## src/rtl/core/sem_pkg.sv

```systemverilog
`default_nettype none
// ----------------------------------------------------------------------------
// sem_pkg
// Shared widths, register decode codes and pipeline item types for the
// sobel edge magnitude block.
// ----------------------------------------------------------------------------
package sem_pkg;

  localparam int MAX_WIDTH  = 512;
  localparam int MAX_HEIGHT = 4096;
  localparam int COL_W      = $clog2(MAX_WIDTH);
  localparam int ROW_W      = $clog2(MAX_HEIGHT);
  localparam int PIX_W      = 8;
  localparam int FW_W       = 10;
  localparam int FH_W       = 13;
  localparam int GRAD_W     = 11;
  localparam int SQ_W       = 16;
  localparam int SQSUM_W    = 21;
  localparam int SQRT_STEPS = SQ_W / 2;
  localparam int STEPS_PER_STAGE = 2;

  localparam int CFG_AW = 3;
  localparam int CFG_DW = 32;

  localparam logic [FW_W-1:0] FW_RESET = FW_W'(512);
  localparam logic [FH_W-1:0] FH_RESET = FH_W'(512);

  typedef enum logic {
    CFG_IDX_WIDTH  = 1'b0,
    CFG_IDX_HEIGHT = 1'b1
  } sem_cfg_idx_t;

  typedef struct packed {
    logic [COL_W-1:0] col;
    logic [ROW_W-1:0] row;
    logic             last;
  } sem_meta_t;

  typedef struct packed {
    logic            valid;
    logic            sat;
    logic [SQ_W-1:0] sq;
    sem_meta_t       meta;
  } sem_sq_t;

  typedef struct packed {
    logic             valid;
    logic [PIX_W-1:0] mag;
    sem_meta_t        meta;
  } sem_mag_t;

endpackage
`default_nettype wire

```

## src/rtl/core/sem_sqrt.sv

```systemverilog
`default_nettype none
// ----------------------------------------------------------------------------
// sem_sqrt
// Pipelined integer square root, two result bits per stage, with
// saturation to the largest pixel value.
// ----------------------------------------------------------------------------
module sem_sqrt (
  input  logic             clk,
  input  logic             rst_n,
  input  logic             en,
  input  sem_pkg::sem_sq_t sq_i,
  output sem_pkg::sem_mag_t mag_o
);
  import sem_pkg::*;

  localparam int NSTAGE = SQRT_STEPS / STEPS_PER_STAGE;

  typedef struct packed {
    logic            valid;
    logic            sat;
    logic [SQ_W-1:0] rem;
    logic [SQ_W-1:0] root;
    sem_meta_t       meta;
  } sqrt_stage_t;

  sqrt_stage_t st_in  [NSTAGE];
  sqrt_stage_t st_nxt [NSTAGE];
  sqrt_stage_t st_r   [NSTAGE];

  always_comb begin
    st_in[0].valid = sq_i.valid;
    st_in[0].sat   = sq_i.sat;
    st_in[0].rem   = sq_i.sq;
    st_in[0].root  = '0;
    st_in[0].meta  = sq_i.meta;
  end

  for (genvar g = 0; g < NSTAGE; g++) begin : g_stage
    if (g > 0) begin : g_link
      assign st_in[g] = st_r[g-1];
    end

    always_comb begin
      logic [SQ_W-1:0] bitv;
      logic [SQ_W:0]   trial;
      st_nxt[g] = st_in[g];
      for (int k = 0; k < STEPS_PER_STAGE; k++) begin
        bitv  = SQ_W'(1) << (SQ_W - 2 - 2 * (g * STEPS_PER_STAGE + k));
        trial = {1'b0, st_nxt[g].root} + {1'b0, bitv};
        if ({1'b0, st_nxt[g].rem} >= trial) begin
          st_nxt[g].rem  = st_nxt[g].rem - trial[SQ_W-1:0];
          st_nxt[g].root = (st_nxt[g].root >> 1) + bitv;
        end else begin
          st_nxt[g].root = st_nxt[g].root >> 1;
        end
      end
    end

    always_ff @(posedge clk) begin
      if (!rst_n) begin
        st_r[g].valid <= 1'b0;
      end else if (en) begin
        st_r[g] <= st_nxt[g];
      end
    end
  end

  always_comb begin
    mag_o.valid = st_r[NSTAGE-1].valid;
    mag_o.mag   = st_r[NSTAGE-1].sat ? {PIX_W{1'b1}} : st_r[NSTAGE-1].root[PIX_W-1:0];
    mag_o.meta  = st_r[NSTAGE-1].meta;
  end

endmodule
`default_nettype wire

```

## config.mk

```make
export PLATFORM = sky130hd
export DESIGN_NAME = sem_sqrt
export DESIGN_NICKNAME = d
export VERILOG_FILES = /design/src/rtl/core/sem_pkg.sv /design/src/rtl/core/sem_sqrt.sv
export SDC_FILE = /design/constraint.sdc
export NUM_CORES = 1
export LEC_CHECK = 0
export ABC_CLOCK_PERIOD_IN_PS = 5900
export BUFFER_PORTS_ARGS = -buffer_cell sky130_fd_sc_hd__buf_2
export CAP_MARGIN = 0
export CORE_MARGIN = 2
export CORE_UTILIZATION = 50
export CTS_BUF_LIST = sky130_fd_sc_hd__clkbuf_2 sky130_fd_sc_hd__clkbuf_4 sky130_fd_sc_hd__clkbuf_8
export DETAILED_ROUTE_END_ITERATION = 8
export GPL_TIMING_DRIVEN = 0
export PLACE_DENSITY = 0.69
export SLEW_MARGIN = 20
export SYNTH_ARGS = -nofsm -noshare
export SYNTH_HDL_FRONTEND = slang
export SYNTH_SLANG_ARGS = --single-unit
```

## constraint.sdc

```tcl
create_clock -name clk -period 5.9 [get_ports clk]
set_clock_uncertainty 0.2 [all_clocks]
set_input_delay 1.18 -clock clk [delete_from_list [all_inputs] [get_ports clk]]
set_output_delay 1.18 -clock clk [all_outputs]
set_load 0.005 [all_outputs]
```

# Yosys cells after proc, flatten, opt, wreduce, memory -nomap -nowiden
# Memory sizes are Yosys's and may differ from the RTL's.
# Index checks and enable logic that the tools add are counted.
word_totals:
  reg_bits: 0
  ram_bits: 224
  in_bits: 43
  output_inout_bits: 31
  elab_cells: 60
  memories: 1
op_classes:
  addsub: 22
  order_cmp: 8
  mux: 25
  bitwise_logic: 4
mem_list:
  columns: ["name", "depth", "word_bits", "read_ports", "rd_clocked_by_memory_dff", "wr", "line", "rtl"]
  rows:
  - ["st_r", 4, 56, 4, 0, 4, "sem_sqrt.sv:28", "sqrt_stage_t st_r [NSTAGE];"]
op_table:
  columns: ["op", "count"]
  rows:
  - ["$mux W16", 14]
  - ["$ge A16 B17 Y1", 7]
  - ["$sub A16 B16 Y16", 7]
  - ["$mux W15", 2]
  - ["$add A16 B1 Y17 const B", 1]
  - ["$add A16 B11 Y17 const B", 1]
  - ["$add A16 B13 Y17 const B", 1]
  - ["$add A16 B3 Y17 const B", 1]
  - ["$add A16 B5 Y17 const B", 1]
  - ["$add A16 B7 Y17 const B", 1]
  - ["$add A16 B9 Y17 const B", 1]
  - ["$add A15 B1 Y16 const B", 1]
  - ["$add A15 B11 Y16 const B", 1]
  - ["$add A15 B3 Y16 const B", 1]
  - ["$add A15 B5 Y16 const B", 1]
  - ["$add A15 B7 Y16 const B", 1]
  - ["$add A15 B9 Y16 const B", 1]
  - ["$ge A16 B15 Y1 const B", 1]
  - ["$sub A16 B15 Y16 const B", 1]
  - ["$add A14 B13 Y15 const B", 1]
  - ["$mux W1", 8]
  - ["$mux W8", 1]
  - ["$or A1 B1 Y1", 4]

# Depth between registers and ports, before layout
# Gate-level depths: netlist of run 1.
# An unclocked memory read counts as a cell.
logic_depth:
  ltp_word: 7
  depth_mapped: 19
  mapped_depth_nobuf: 17

# Least setup slack after synthesis of run 1
# OpenSTA, ideal clock, no wires.
synth_timing:
  kind: "input to register"
  start: "input en"
  end: "memory st_r[0][0] in the netlist's numbering, enable pin"
  setup_time_ns: 0.538
  t_arrival_ns: 4.826
  required_ns: 5.162
  path_slack_ns: 0.336
  stages: 1
  path_buffers: 0
  path_cell_list: "and2_1"
synth_rtl:
  columns: ["element", "line", "rtl"]
  rows:
  - ["start: declaration", "sem_sqrt.sv:10", "input logic en,"]
  - ["end: declaration", "sem_sqrt.sv:28", null]

==> results.yml, run 1 <==
sta:
  fin_ws_ps: 1330
  drv_slew: 0
  relSlewSlack: 0.573
  finalCritPeriodShare: 0.774
  period_needed_ps: 4570
  max_freq_mhz: 219
  setup_viol_count_final: 0
  rsz0062_at_grt: "false"
  hold_viol_final: 0
  tightest_slew_ps: 635
  tns_ps: 0
yosys:
  synthArstFlopShare: 0
  yosys.area.top_type: "edfxtp_1"
  syn-num-nets: 630
  ys_warn_count: 0
  syn_area_mm2: 0.00761
  synthTopCellsByArea: "edfxtp_1, ha_1, buf_4, a21oi_1, xnor2_1"
  synth_edf_count: 163
  postSynthRegisterBits: 164
  synth.distinct_cells: 68
  synth.top_cell.area_share: 0.643
  ys_seq_area_frac: 0.646
  synthFlopType: "edfxtp_1"
  netlist_instances: 547
  syn-mean-instance-area_um2: 13.9
placement:
  io_buffers: 73
  pre_cts_slack_ps: 1340
  routabilityCongestion: 0.883
  place_hpwl_mm: 9.32
global_routing:
  grt_first_pass_wirelength_mm: 20.6
  antenna_found_initial: 0
  grt_max_degree: 54
  grt-ovfl-total: 0
  grt_usage: 0.162
  grt_pass1_vias: 4478
critical_path:
  cp_slowest_cell: "edfxtp_1"
  max_stage_delay_ps: 430
  crit_type: "reg -> reg"
  crit_required_ps: 5880
  cp_data_arrival_time_ps: 4550
  cp_cell_sequence: "inv_1, ha_1, clkbuf_1, a21o_1, a211oi_4, o21ai_4, clkbuf_1, nor2_1, a21oi_1, ha_1, and3_1, nand4_1, o311ai_0, a22oi_1, nand3_2, buf_6, nand4b_2, xnor2_1"
  cp-start-kind: "flop"
  worst_setup_path_end_kind: "flop"
  crit_fanout: 10
layout:
  nNetsFinal: 725
  drive_gt1_frac: 0.255
  diodes: 0
  largest_reg_flops: 164
  regMostFlops: "st_r"
  largestRegisters: "st_r x164"
  area_growth_pct: 13.6
outcome:
  status: "finished, final reports clean"
power:
  p_leak_uw: 0.00328
  total_power_uw: 2500
  ir_drop_uv: 278
  p_per_area_mw_per_mm2: 289
floorplan:
  die-width_um: 127
  die_area_mm2: 0.0162
  ios: 74
  dieHeight_um: 127
  rows: 45
  core_mm2: 0.0150
  start_util: 0.506
cts:
  cts_setup_buffers: 0
  numCtsBuffers: 17
  path_clk_slew_ps: 90
  cts-root-buf: "clkbuf_8"
  ctsLongestPathBuffers: 2
  clock_sinks: 164
  cts_hold_buf: 0
  cts_tree: "built"
  clkLatencyLatePin_ps: 440
  htreeDepth: 4
  cts_resized: 0
hold_path:
  hold_class: "reg -> reg"
detailed_routing:
  drt_wl_total_mm: 12.4
  post-route-drc-count: 0
  drt_iter0_drc: 190
  ant_nets: 0
  wire_per_inst_um: 14.7
  dr.pass1.iters: 4
  via_per_inst: 5.31
  via_count: 4480
flow_run:
  drv_cap: 0
## per-stage QoR
step	area [um^2]	hold WS (ps)	cells	utilization
3_5_place_dp	8280	205	811	0.551
5_1_grt	8640	230	843	0.575
3_3_place_gp	8210	200	808	0.546
2_1_floorplan	7610	200	547	-
4_1_cts	8640	215	843	0.575
6_report	8640	212	843	0.575
## logic make-up after synthesis
logic type                 after synthesis  synth area share
AOI/OAI and AO/OA                      107             0.101
xor gates and xnor gates                26            0.0299
adders and majority gates               40            0.0658
buffers and inverters                   66            0.0459
DFF                                    164             0.646
muxes                                   10            0.0140
and+or+nand+nor                        134            0.0974
## Yosys cell counts, drive strengths merged (5+ instances only)
cell and count:
nor3 16, edfxtp 163, o31ai 8, o211ai 8, inv 34, xnor2 16, clkbuf 6, a21oi 28
a21o 5, and3 8, xor2 10, or2 12, a211oi 5, nor2b 7, buf 26, nand4 6
nand2 19, nor2 33, mux2i 5, ha 40, nand3 5, o21a 12, o21ai 16, mux2 5
nor4 7
## per-layer routing
layer  vias to the layer above  track usage  wire [um]
met4                         0       0.0834        324
li1                       2235            -          -
met5                         -            0          0
met1                      2122        0.196       5340
met2                        98        0.272       6300
met3                        25       0.0381        440
## where the power goes
| group | internal (uW) | switching (uW) |
|---|---|---|
| sequential | 1360 | 34.4 |
| clock | 326 | 404 |
| combinational | 170 | 205 |
## final cells by class
cell class | count | area, um^2
plain buffers | 32 | 219
clock buffers | 20 | 269
clock inverters | 12 | 96.3
fillers | 1210 | 6390
inverters | 34 | 130
multi-input cells | 317 | 2350
flip-flops and latches | 164 | 4910
well taps | 188 | 235
repair buffers | 76 | 433
## worst max-delay path, delay by kind of cell, from the launching register on
family / cells / cell delay [ps]
xor gates and xnor gates: 1 / 140
buffers and inverters: 4 / 730
and+or+nand+nor: 5 / 910
DFF: 1 / 430
adders and majority gates: 2 / 610
AOI/OAI and AO/OA: 6 / 1290
## cells in the final DEF, fill, tap and decap left out, types with 11 or more instances in the layout
master and count:
edfxtp_1 163, buf_2 74, ha_1 40, inv_1 33, nor2_1 33, a21oi_1 28
buf_4 24, clkbuf_8 19, nand2_1 18, nor3_1 16, xnor2_1 16, o21ai_0 13
o21a_1 12, or2_2 11
## final timing paths
kind,cells past startpoint,from,to,slack (ps)
setup / recovery,18,st_r[1][32],st_r[2][52],1330
hold reg to reg,0,st_r[1][9],st_r[2][9],210
hold / removal,0,st_r[1][9],st_r[2][9],210
setup reg to reg,18,st_r[1][32],st_r[2][52],1330
No activity file was read; power rests on OpenSTA's default activity.
==> inputs of run 2 (changes only) <==
ABC_AREA = 1   (was unset)
ABC_CLOCK_PERIOD_IN_PS = 4400   (was 5900)
clock period = 4.4 ns   (was 5.9 ns; I/O delays follow)
==> run 2 against run 1 <==
Die area rose by 4.2%. Combinational power rose by 55%. Sequential power grew 33%. Hold slack better by 2.2 ps. Fmax increased by 21%. Sequential share of layout area is 2.8 points lower. Power grew 42%. Final area rose by 5.2%. Utilization is 0.39 points higher. Global-route usage is 1.5 points higher. Routed wire length rose by 10%. Largest cell class unchanged.
==> results.yml, run 2 <==
outcome:
  status: "finished, final reports clean"
cts:
  cts_tree: "built"
  cts_hold_buf: 0
  cts-root-buf: "clkbuf_8"
  clkLatencyLatePin_ps: 440
  clock_sinks: 164
  cts_resized: 0
  path_clk_slew_ps: 90
  cts_setup_buffers: 0
  numCtsBuffers: 17
  ctsLongestPathBuffers: 2
  htreeDepth: 4
sta:
  hold_viol_final: 0
  finalCritPeriodShare: 0.861
  drv_slew: 0
  holdWs_ps: 214
  max_freq_mhz: 264
  relSlewSlack: 0.651
  setup_viol_count_final: 0
  period_needed_ps: 3790
  tightest_slew_ps: 518
  rsz0062_at_grt: "false"
power:
  p_per_area_mw_per_mm2: 389
  p_leak_uw: 0.00380
  ir_drop_uv: 292
floorplan:
  die_area_mm2: 0.0169
  rows: 46
  ios: 74
  die-width_um: 130
  start_util: 0.505
  core_mm2: 0.0157
  dieHeight_um: 130
flow_run:
  drv_cap: 0
yosys:
  yosys.area.top_type: "edfxtp_1"
  synthTopCellsByCount: "edfxtp_1, nand2_1, inv_1"
  netlist_instances: 702
  syn_area_mm2: 0.00794
  synth.distinct_cells: 43
  ys_seq_area_frac: 0.619
  synth_edf_count: 163
  ys_warn_count: 0
  synth.top_cell.area_share: 0.617
  synthFlopType: "edfxtp_1"
  synthArstFlopShare: 0
  postSynthRegisterBits: 164
  yosys.cell_count.top_type: "edfxtp_1"
  syn-num-nets: 785
  syn-mean-instance-area_um2: 11.3
  synthTopCellsByArea: "edfxtp_1, nand2_1, ha_1, inv_1, buf_4"
hold_path:
  min_from: "st_r[1][18]"
  hold_class: "reg -> reg"
critical_path:
  r2r_slack_ps: 610
  max_stage_delay_ps: 450
  worst_r2r_path_depth: 18
  crit_cells: 18
  crit_buf_inv: 4
  worst_setup_path_end_kind: "flop"
  critPathTopFamily: "compound AO/OA/AOI/OAI gates"
  cp_cell_sequence: "inv_1, ha_1, o21ai_1, nand2_1, a21oi_2, nand2_4, inv_6, nand2_1, o21ai_0, ha_1, a21oi_1, o21a_1, o21ai_0, inv_1, nand2_1, xor2_1, nand2_2, inv_2"
  crit_required_ps: 4410
  crit_top_cell: "nand2_1"
  endpoint: "st_r[2][53]"
  cp_data_arrival_time_ps: 3800
  reg2reg_to: "st_r[2][53]"
  cp_slowest_cell: "edfxtp_1"
  crit_type: "reg -> reg"
  crit_fanout: 10
  cp-start-kind: "flop"
  r2r_start: "st_r[1][30]"
  cp-startpoint: "st_r[1][30]"
detailed_routing:
  post-route-drc-count: 0
  via_per_inst: 4.83
  drt_wl_total_mm: 13.7
  via_count: 4966
  wire_per_inst_um: 13.3
  dr.pass1.iters: 4
  drt_iter0_drc: 274
  ant_nets: 0
layout:
  largestRegisters: "st_r x164"
  final_cell_mix: "edfxtp_1, nand2_1, inv_1, buf_2, nor2_1"
  nNetsFinal: 882
  diodes: 0
  final_common_cell: "edfxtp_1"
  post-route-util: 0.579
  stdcell_area_mm2: 0.00910
  regMostFlops: "st_r"
  largest_reg_flops: 164
  area_growth_pct: 14.6
  drive_gt1_frac: 0.235
global_routing:
  grt-ovfl-total: 0
  antenna_found_initial: 0
  grt_max_degree: 38
  grt_usage: 0.177
  grt_first_pass_wirelength_mm: 22.9
  grt_pass1_vias: 4909
placement:
  place_area_mm2: 0.00868
  routabilityCongestion: 0.895
  io_buffers: 73
  place_hpwl_mm: 10.5
run 2: area by class of cell:
class | instances | area [um^2]
Buffer | 25 | 196
Fill cell | 1284 | 6620
Timing Repair Buffer | 78 | 473
Inverter | 93 | 358
Sequential cell | 164 | 4910
Multi-Input combinational cell | 420 | 2470
Clock buffer | 18 | 248
Tap cell | 216 | 270
Clock inverter | 14 | 166
run 2: kinds of logic (layout without fill, tap and decap cells):
family | count (synthesis) | after routing | synth area share
compound gates | 65 | 65 | 0.0465
xor+xnor | 25 | 25 | 0.0276
fa+ha+maj | 40 | 40 | 0.0631
buf+inv | 118 | 228 | 0.0694
flops | 164 | 164 | 0.619
simple gates | 290 | 290 | 0.174
run 2: layer usage:
| metal | share of wire | wire [um] | global-route usage |
|---|---|---|---|
| met2 | 0.52 | 7080 | 0.315 |
| met1 | 0.43 | 5890 | 0.206 |
| met3 | 0.033 | 445 | 0.0422 |
| met4 | 0.018 | 248 | 0.0708 |
| met5 | 0 | 0 | 0 |
run 2: metrics by stage:
step | total power [uW] | worst slack (ps) | setup TNS [ps] | instances
after global placement | 2440 | -504 | -79080 | 991
after CTS | 3570 | 617 | 0 | 1028
after floorplan | 2330 | 388 | 0 | 702
after global routing | 3730 | 226 | 0 | 1028
after detailed placement | 2470 | 624 | 0 | 996
final | 3540 | 613 | 0 | 1028
run 2: how the worst min path moves through the flow:
| stage | depth (start not counted) | to | slack (ps) |
|---|---|---|---|
| floorplan | 0 | st_r[1][0] | 200 |
| global placement | 0 | st_r[2][17] | 200 |
| detailed placement | 0 | st_r[1][17] | 200 |
| CTS | 0 | st_r[2][18] | 220 |
| global route | 0 | st_r[2][18] | 230 |
| finish | 0 | st_r[2][18] | 210 |
run 2: power by group:
group          total (uW)  switching, uW  leakage (uW)  internal, uW
Sequential           1860           38.9       0.00153          1820
Clock                1100            564      0.000215           537
Combinational         582            363       0.00206           219
Total                3540            966       0.00380          2580
